==> src/rtl/iafp_pkg.sv <==
`default_nettype none

package iafp_pkg;

  localparam logic [7:0] HDR_FIRST   = 8'h55;
  localparam logic [7:0] HDR_SECOND  = 8'h53;
  localparam int         PAYLOAD_LEN = 6;
  localparam int         BYTE_W      = 8;
  localparam int         ANGLE_W     = 24;
  localparam int         IDX_W       = $clog2(PAYLOAD_LEN);

  typedef logic [BYTE_W-1:0]         byte_t;
  typedef logic signed [ANGLE_W-1:0] angle_t;

  // Degrees with 15 fraction bits: raw * 180 = raw * (128 + 32 + 16 + 4).
  function automatic angle_t scale_angle(input byte_t lo, input byte_t hi);
    angle_t ext;
    begin
      ext = {{(ANGLE_W-2*BYTE_W){hi[BYTE_W-1]}}, hi, lo};
      return (ext <<< 7) + (ext <<< 5) + (ext <<< 4) + (ext <<< 2);
    end
  endfunction

endpackage

`default_nettype wire

==> src/rtl/iafp_byte_cell.sv <==
`default_nettype none

module iafp_byte_cell (
  input  wire logic           clk,
  input  wire logic           shift_en,
  input  wire iafp_pkg::byte_t din,
  output iafp_pkg::byte_t     dout
);
  import iafp_pkg::*;

  byte_t data_r;

  // Take the neighbor's byte on each payload transfer.
  always_ff @(posedge clk) begin
    if (shift_en) begin
      data_r <= din;
    end
  end

  assign dout = data_r;

endmodule

`default_nettype wire

==> src/rtl/imu_angle_frame_parser.sv <==
`default_nettype none

// Angle frame parser for a serial IMU byte stream. Each input transfer
// carries one received byte. The parser hunts for 0x55, then requires 0x53
// (a wrong second byte, even 0x55, sends it back to hunting), then collects
// six payload bytes: roll, pitch and yaw as little-endian signed 16-bit raw
// values. On the sixth payload byte one result transfer is produced carrying
// all three angles in degrees, signed with 15 fraction bits (raw * 180).
// Rate: one byte per clock cycle; the result is registered from the last
// payload byte, valid in the next cycle. Input is stalled only when that last
// byte arrives while a previous result still sits unaccepted in the output
// register; all other bytes are accepted regardless of the output side.
// Payload bytes move down a chain of byte cells; the final byte is combined
// straight from the input, so the chain holds five bytes.

module imu_angle_frame_parser (
  input  wire logic                   clk,
  input  wire logic                   rst_n,
  input  wire logic                   in_valid,
  output logic                        in_stall,
  input  wire iafp_pkg::byte_t        in_rx_byte,
  output logic                        out_valid,
  input  wire logic                   out_stall,
  output iafp_pkg::angle_t            out_roll_angle,
  output iafp_pkg::angle_t            out_pitch_angle,
  output iafp_pkg::angle_t            out_yaw_angle
);
  import iafp_pkg::*;

  localparam int NCELL = PAYLOAD_LEN - 1;

  // Parser phase codes; the unused code behaves as hunting.
  localparam logic [1:0] PH_HUNT    = 2'd0;
  localparam logic [1:0] PH_SECOND  = 2'd1;
  localparam logic [1:0] PH_PAYLOAD = 2'd2;

  logic [1:0]       phase_r, phase_nxt;
  logic [IDX_W-1:0] idx_r, idx_nxt;

  logic in_xfer;
  logic last_byte;
  logic shift_en;
  logic fire;

  byte_t cell_q [NCELL];

  logic   out_valid_r, out_valid_nxt;
  angle_t roll_r, pitch_r, yaw_r;

  // The next byte closes a frame: known from state alone, so stall does
  // not depend on the incoming data.
  assign last_byte = (phase_r == PH_PAYLOAD) && (idx_r == IDX_W'(PAYLOAD_LEN-1));

  // Hold the input only when a completed frame has nowhere to go.
  assign in_stall = last_byte && out_valid_r && out_stall;
  assign in_xfer  = in_valid && !in_stall;
  assign shift_en = in_xfer && (phase_r == PH_PAYLOAD);
  assign fire     = in_xfer && last_byte;

  // Phase and slot counter.
  always_comb begin
    phase_nxt = phase_r;
    idx_nxt   = idx_r;
    if (in_xfer) begin
      case (phase_r)
        PH_SECOND: begin
          phase_nxt = (in_rx_byte == HDR_SECOND) ? PH_PAYLOAD : PH_HUNT;
        end
        PH_PAYLOAD: begin
          if (last_byte) begin
            idx_nxt   = '0;
            phase_nxt = PH_HUNT;
          end else begin
            idx_nxt = idx_r + IDX_W'(1);
          end
        end
        default: begin
          phase_nxt = (in_rx_byte == HDR_FIRST) ? PH_SECOND : PH_HUNT;
        end
      endcase
    end
  end

  always_ff @(posedge clk) begin
    if (!rst_n) begin
      phase_r <= PH_HUNT;
      idx_r   <= '0;
    end else begin
      phase_r <= phase_nxt;
      idx_r   <= idx_nxt;
    end
  end

  // Payload chain: cell 0 takes the received byte, each later cell takes
  // its neighbor's. After five payload bytes cell k holds byte 4-k.
  genvar g;
  generate
    for (g = 0; g < NCELL; g++) begin : g_cell
      if (g == 0) begin : g_head
        iafp_byte_cell u_cell (
          .clk      (clk),
          .shift_en (shift_en),
          .din      (in_rx_byte),
          .dout     (cell_q[g])
        );
      end else begin : g_body
        iafp_byte_cell u_cell (
          .clk      (clk),
          .shift_en (shift_en),
          .din      (cell_q[g-1]),
          .dout     (cell_q[g])
        );
      end
    end
  endgenerate

  // Output register: advance when empty or when the sink takes the result.
  assign out_valid_nxt = fire || (out_valid_r && out_stall);

  always_ff @(posedge clk) begin
    if (!rst_n) begin
      out_valid_r <= 1'b0;
    end else begin
      out_valid_r <= out_valid_nxt;
    end
  end

  // Bytes 0/1 sit in cells 4/3, bytes 2/3 in cells 2/1, byte 4 in cell 0,
  // byte 5 is the one in transfer now.
  always_ff @(posedge clk) begin
    if (fire) begin
      roll_r  <= scale_angle(cell_q[4], cell_q[3]);
      pitch_r <= scale_angle(cell_q[2], cell_q[1]);
      yaw_r   <= scale_angle(cell_q[0], in_rx_byte);
    end
  end

  assign out_valid       = out_valid_r;
  assign out_roll_angle  = roll_r;
  assign out_pitch_angle = pitch_r;
  assign out_yaw_angle   = yaw_r;

endmodule

`default_nettype wire
==> config.mk <==
export PLATFORM = sky130hd
export DESIGN_NAME = imu_angle_frame_parser
export DESIGN_NICKNAME = d
export VERILOG_FILES = /design/src/rtl/iafp_pkg.sv /design/src/rtl/iafp_byte_cell.sv /design/src/rtl/imu_angle_frame_parser.sv
export SDC_FILE = /design/constraint.sdc
export NUM_CORES = 1
export LEC_CHECK = 0
export BUFFER_PORTS_ARGS = -buffer_cell sky130_fd_sc_hd__buf_2
export CAP_MARGIN = 20
export CORE_MARGIN = 1.5
export CORE_UTILIZATION = 35
export DETAILED_ROUTE_END_ITERATION = 8
export PLACE_DENSITY_LB_ADDON = 0.3
export SYNTH_ARGS = -nofsm -noshare
export SYNTH_HDL_FRONTEND = slang
export SYNTH_SLANG_ARGS = --single-unit
export TNS_END_PERCENT = 30
==> constraint.sdc <==
create_clock -name clk -period 16.44 [get_ports clk]
set_clock_uncertainty 0.1 [all_clocks]
set_input_delay 4.932 -clock clk [delete_from_list [all_inputs] [get_ports clk]]
set_output_delay 4.932 -clock clk [all_outputs]
set_load 0.01 [all_outputs]
==> reports/qor.csv, run 1 <==
stage;metric;value;unit
floorplanning;Starting Density;0.357;
placed_design;RD Place Congestion;0.836;
floorplanning;die area;0.0249;mm^2
clock_network;setup bufs post-CTS;0;
global_route;initial antenna violation count;0;
clock_network;htree depth;3;
timing;Max Fclk;94.9;MHz
final_layout;area grow syn2layout;12.5;%
placed_design;IO Port Bufs;79;
timing;final setup fails;0;
floorplanning;Core Region;0.0235;mm^2
drt;DRC;0;
min_path;WHS Path Cells;0;
synthesis;top cells by area, synth;edfxtp_1 (38%), fa_1 (19%), ha_1 (11%);
final_layout;Post-layout nets;987;
global_route;first-pass GRT wire length;25.2;mm
synthesis;top_reg_cell synth;edfxtp_1;
placed_design;pre-CTS WS;5910;ps
global_route;largest net degree at the start of global routing;48;
timing;Rel. slew slack;0.539;
drt;DR vias;5346;
timing;Fin Setup TNS;0;ps
run_status;status;finished, final reports clean;
worst_setup_path;FF-to-FF End;out_pitch_angle[22];
clock_network;Clock Latency Late Sink;360;ps
synthesis;number of synthesized register bits;112;
drt;Routed Antenna Nets;0;
drt;Pre-Repair DR Iteration Count;4;
pwr;peak supply drop;0.0468;mV
timing;PnR worst setup slack;5900;ps
clock_network;CTS tree;built;
timing;final worst path period need;10540;ps
synthesis;post-synth top area share;0.380;
synthesis;post-synthesis cell count;734;
synthesis;Post-synth EDFFs;106;
synthesis;sequential share of the synthesized area;0.394;
synthesis;syn avg cell area;11.4;um^2
drt;drt total wl;15.1;mm
timing;fin crit share;0.641;
timing;Pins Over Slew Limit;0;
worst_setup_path;Crit Path Category;in2out;
pwr;Power, Total;623;uW
floorplanning;IO Count;86;
clock_network;CTS sink cnt;112;
synthesis;Yosys cell types;59;
worst_setup_path;Reg2Reg Depth;11;
final_layout;Ant. Diodes;0;
global_route;grt ovf;0;
timing;Final Hold Viols;0;
min_path;Hold Crit Class;reg2reg;
synthesis;Synth top cells by count;inv_1 (150), edfxtp_1 (106), fa_1 (81);
timing;Worst-Margin Slew;683;ps
floorplanning;Die Span Y;158;um
worst_setup_path;worst r2r src;g_cell[2].g_body.u_cell.dout[3];
final_layout;share of layout cells above drive strength 1;0.128;
min_path;Hold Crit Start;g_cell[1].g_body.u_cell.dout[1];
worst_setup_path;Critical Path Start Type;input pin;
worst_setup_path;worst reg-to-reg setup slack;12610;ps
pwr;Cell Pwr Density;66.1;mW/mm^2
clock_network;CTS Buf Count;9;
worst_setup_path;CP max FO;3;
timing;RSZ-0062 raised after global routing;false;
synthesis;Cell Area, Synth;0.00838;mm^2
clock_network;post-cts sizing count;0;
global_route;vias in the first global route;5186;
worst_setup_path;Worst EP required;11410;ps
floorplanning;row count;56;
floorplanning;Die W;158;um
drt;vias per cell;4.68;
min_path;Worst Hold End;g_cell[2].g_body.u_cell.dout[1];
synthesis;top cell type by total area after synthesis;edfxtp_1;
clock_network;Worst-path clk slew;70;ps
pwr;P_leak;0.00407;uW
clock_network;hold buffers post-CTS;0;
clock_network;clock root cell;clkbuf_16;
worst_setup_path;critical path arrival;5510;ps
placed_design;dpl hpwl;11.8;mm
worst_setup_path;CP Capture Type;output pin;
drt;DR WL/cell;13.2;um
global_route;Overall Global Routing Usage;0.130;
run;MaxCap Viol Count;0;
synthesis;Synth Warn #;0;
drt;Initial DRC Count;279;
clock_network;clk buf depth;2;
synthesis;cell with the most instances after synthesis;inv_1;
synthesis;async set or reset register ratio after synthesis;0;
## per-layer routing
layer | vias to the layer above | global-route usage | share of wire
li1 | 2636 | - | -
met1 | 2587 | 0.171 | 0.46
met2 | 115 | 0.218 | 0.49
met3 | 8 | 0.0263 | 0.042
met4 | 0 | 0.0323 | 0.0095
met5 | - | 0 | 0
## worst max-delay path, stage by stage
cell	delay, ps
buf_2	80
and2_1	160
nand3_1	110
nor2_1	90
buf_2	130
## kinds of logic (layout without fill, tap and decap cells)
group / count (synthesis) / in the layout / share of synthesized area
flip-flops: 112 / 112 / 0.394
XOR/XNOR: 41 / 41 / 0.0428
buffers and inverters: 163 / 247 / 0.0769
AND/OR/NAND/NOR: 125 / 125 / 0.0742
other: 1 / 6 / 0.000447
adder cells (fa/ha/maj): 157 / 157 / 0.307
AO/OA/AOI/OAI: 134 / 134 / 0.103
multiplexers: 1 / 1 / 0.00119
## metrics by stage
| stage | cells | area, um^2 | util | hold slack, ps |
|---|---|---|---|---|
| floorplan | 739 | 8400 | - | 326 |
| global placement | 1126 | 9140 | 0.389 | 335 |
| global route | 1142 | 9420 | 0.401 | 376 |
| detailed placement | 1126 | 9140 | 0.389 | 340 |
| CTS | 1142 | 9420 | 0.401 | 359 |
| finish | 1142 | 9420 | 0.401 | 353 |
## registers in the layout, summed over array words and instances, names as in the netlist
name	count
out_yaw_angle	22
out_roll_angle	22
phase_r	2
idx_r	3
out_pitch_angle	22
out_valid	1
g_cell.g_body.u_cell.dout	32
g_cell.g_head.u_cell.dout	8
## worst max-delay path by stage
stage / end / from / cells after the start / slack, ps
after detailed placement: in_stall / out_stall / 5 / 5910
after floorplan: in_stall / out_stall / 3 / 6080
after global routing: in_stall / out_stall / 5 / 5850
final: in_stall / out_stall / 5 / 5900
after CTS: in_stall / out_stall / 5 / 5910
after global placement: in_stall / out_stall / 5 / 5940
## cells in the final DEF (no fill, tap or decap), types with 26 or more instances in the layout
cell type	Yosys	final
edfxtp_1	106	106
fa_1	81	81
a21oi_1	36	36
nor2_1	39	38
nand2_1	26	26
buf_2	0	79
xnor2_1	27	27
inv_1	150	150
ha_1	76	76
o21ai_0	30	30
## cell type report
cell class / count / area (um^2)
clock buffers: 10 / 229
repair buffers: 81 / 410
well taps: 319 / 399
clock inverters: 6 / 60.1
inverters: 150 / 563
multi-input cells: 464 / 4460
fillers: 2274 / 14000
flip-flops and latches: 112 / 3300
## power breakdown
part / leakage [uW] / switching [uW] / internal, uW
Sequential: 0.00100 / 0.00286 / 313
Combinational: 0.00293 / 50.2 / 35.8
Clock: 0.000140 / 106 / 118
Power figures use the tool's default switching activity.
==> run 2: changes to the inputs <==
==> constraint.sdc (replaced) <==
create_clock -name clk -period 10.9 [get_ports clk]
set_clock_uncertainty 0.1 [all_clocks]
set_input_delay 3.27 -clock clk [delete_from_list [all_inputs] [get_ports clk]]
set_output_delay 3.27 -clock clk [all_outputs]
set_load 0.01 [all_outputs]
==> run 2 against run 1 <==
Against the previous run: die area stayed put; global-route usage is 0.13 points higher; sequential power is 51% higher; non-clock buffer count stayed put; critical path depth stayed put; worst hold slack better by 2.7 ps; largest power group unchanged; critical endpoint unchanged; critical path type unchanged; clock power is 61% higher; core utilization is 0.11 points higher.
==> reports/qor.csv, run 2 (synthesis gave the netlist of run 1 again) <==
stage;metric;value;unit;change
run_status;status;finished, final reports clean;;unchanged
timing;final setup fails;0;;unchanged
placed_design;dpl hpwl;11.8;mm;about the same
timing;fin crit share;0.660;;
drt;vias per cell;4.66;;was 4.68
timing;Worst-Margin Slew;713;ps;was 683 ps
final_layout;Post-layout nets;987;;unchanged
final_layout;# fillers;2277;;was 2,274
timing;Max Fclk;139;MHz;
timing;final worst path period need;7190;ps;
floorplanning;die area;0.0249;mm^2;unchanged
floorplanning;row count;56;;unchanged
worst_setup_path;Critical Path Start Type;input pin;;unchanged
final_layout;multi-input logic area;0.00446;mm^2;unchanged
drt;Initial DRC Count;202;;was 279
timing;Rel. slew slack;0.518;;was 0.539
clock_network;post-cts sizing count;0;;unchanged
timing;Hold WS;356;ps;was 353 ps
pwr;P_leak;0.00408;uW;was 0.00407 uW
clock_network;Worst-path clk slew;70;ps;about the same
global_route;first-pass GRT wire length;25.5;mm;was 25.2 mm
timing;Final Hold Viols;0;;unchanged
final_layout;commonest non-fill, non-tap cell in the layout;inv_1;;unchanged
run;MaxCap Viol Count;0;;unchanged
placed_design;DP Area;0.00914;mm^2;unchanged
clock_network;CTS sink cnt;112;;unchanged
timing;RSZ-0062 raised after global routing;false;;unchanged
clock_network;clk buf depth;2;;unchanged
drt;DR WL/cell;13.3;um;was 13.2 um
final_layout;fin cells;1142;;unchanged
global_route;initial antenna violation count;0;;unchanged
drt;DR vias;5318;;was 5,346
global_route;grt ovf;0;;unchanged
clock_network;hold buffers post-CTS;0;;unchanged
worst_setup_path;Crit Path Category;in2out;;unchanged
final_layout;share of layout cells above drive strength 1;0.128;;unchanged
final_layout;max reg flops;32;;unchanged
timing;Pins Over Slew Limit;0;;unchanged
pwr;peak supply drop;0.0685;mV;was 0.0468 mV
floorplanning;Die Span Y;158;um;unchanged
worst_setup_path;critical path arrival;3820;ps;was 5510 ps
global_route;largest net degree at the start of global routing;48;;unchanged
pwr;Cell Pwr Density;102;mW/mm^2;was 66.1 mW/mm^2
clock_network;htree depth;3;;unchanged
clock_network;clock root cell;clkbuf_16;;unchanged
clock_network;CTS Buf Count;9;;unchanged
drt;Routed Antenna Nets;0;;unchanged
global_route;Overall Global Routing Usage;0.131;;was 0.130
placed_design;RD Place Congestion;0.857;;was 0.836
min_path;Hold Crit Class;reg2reg;;unchanged
clock_network;setup bufs post-CTS;0;;unchanged
pwr;Power, Total;964;uW;was 623 uW
drt;drt total wl;15.2;mm;was 15.1 mm
floorplanning;Die W;158;um;unchanged
clock_network;Clock Latency Late Sink;360;ps;about the same
clock_network;CTS tree;built;;unchanged
worst_setup_path;CP Capture Type;output pin;;unchanged
floorplanning;IO Count;86;;unchanged
final_layout;Ant. Diodes;0;;unchanged
placed_design;IO Port Bufs;79;;unchanged
drt;Pre-Repair DR Iteration Count;4;;unchanged
global_route;vias in the first global route;5291;;was 5,186
worst_setup_path;Worst EP required;7530;ps;was 11,410 ps
final_layout;commonest cells after routing, fill and taps aside;inv_1 (150), edfxtp_1 (106), fa_1 (81), buf_2 (79), ha_1 (76);;unchanged
placed_design;dpl cells;1126;;unchanged
drt;DRC;0;;unchanged
final_layout;area grow syn2layout;12.8;%;was 12.5%
final_layout;final instance area;0.00945;mm^2;was 0.00942 mm^2
floorplanning;Starting Density;0.357;;unchanged
floorplanning;Core Region;0.0235;mm^2;unchanged
worst_setup_path;CP max FO;3;;unchanged
timing;Fin Setup TNS;0;ps;unchanged
final_layout;total area of sequential cells;0.00330;mm^2;unchanged
==> run 2: power by group <==
| part | internal (uW) | switching (uW) | total [uW] |
|---|---|---|---|
| clock | 202 | 159 | 361 |
| combinational | 53.9 | 76.7 | 131 |
| sequential | 472 | 0.00427 | 472 |
==> run 2: area by class of cell <==
class,instances,share of cell area
Multi-Input combinational cell,464,0.472
Sequential cell,112,0.350
Inverter,150,0.0596
Timing Repair Buffer,81,0.0434
Tap cell,319,0.0422
Clock buffer,11,0.0246
Clock inverter,5,0.00861
==> run 2: routing by layer <==
layer | global-route usage | routed length [um] | vias to the layer above
met5 | 0 | 0 | -
met4 | 0.0377 | 187 | 0
met3 | 0.0285 | 643 | 14
met2 | 0.220 | 7300 | 107
met1 | 0.170 | 7100 | 2568
li1 | - | - | 2629
==> run 2: final timing paths <==
| check | slack [ps] | endpoint | from | depth (start not counted) |
|---|---|---|---|---|
| max reg2reg | 7060 | out_pitch_angle[22] | g_cell[2].g_body.u_cell.dout[3] | 11 |
| min reg2reg | 360 | g_cell[2].g_body.u_cell.dout[2] | g_cell[1].g_body.u_cell.dout[2] | 0 |
| min | 360 | g_cell[2].g_body.u_cell.dout[2] | g_cell[1].g_body.u_cell.dout[2] | 0 |
| max | 3710 | in_stall | out_stall | 5 |
==> run 2: stage by stage <==
stage	utilization	worst slack, ps
floorplan	-	3850
global placement	0.389	3720
detailed placement	0.389	3700
CTS	0.403	3690
global route	0.403	3640
finish	0.403	3710
==> run 2: worst max-delay path, stage by stage <==
cell and delay, ps:
buf_2 70, and2_1 150, nand3_1 100, nor2_1 90
buf_2 130
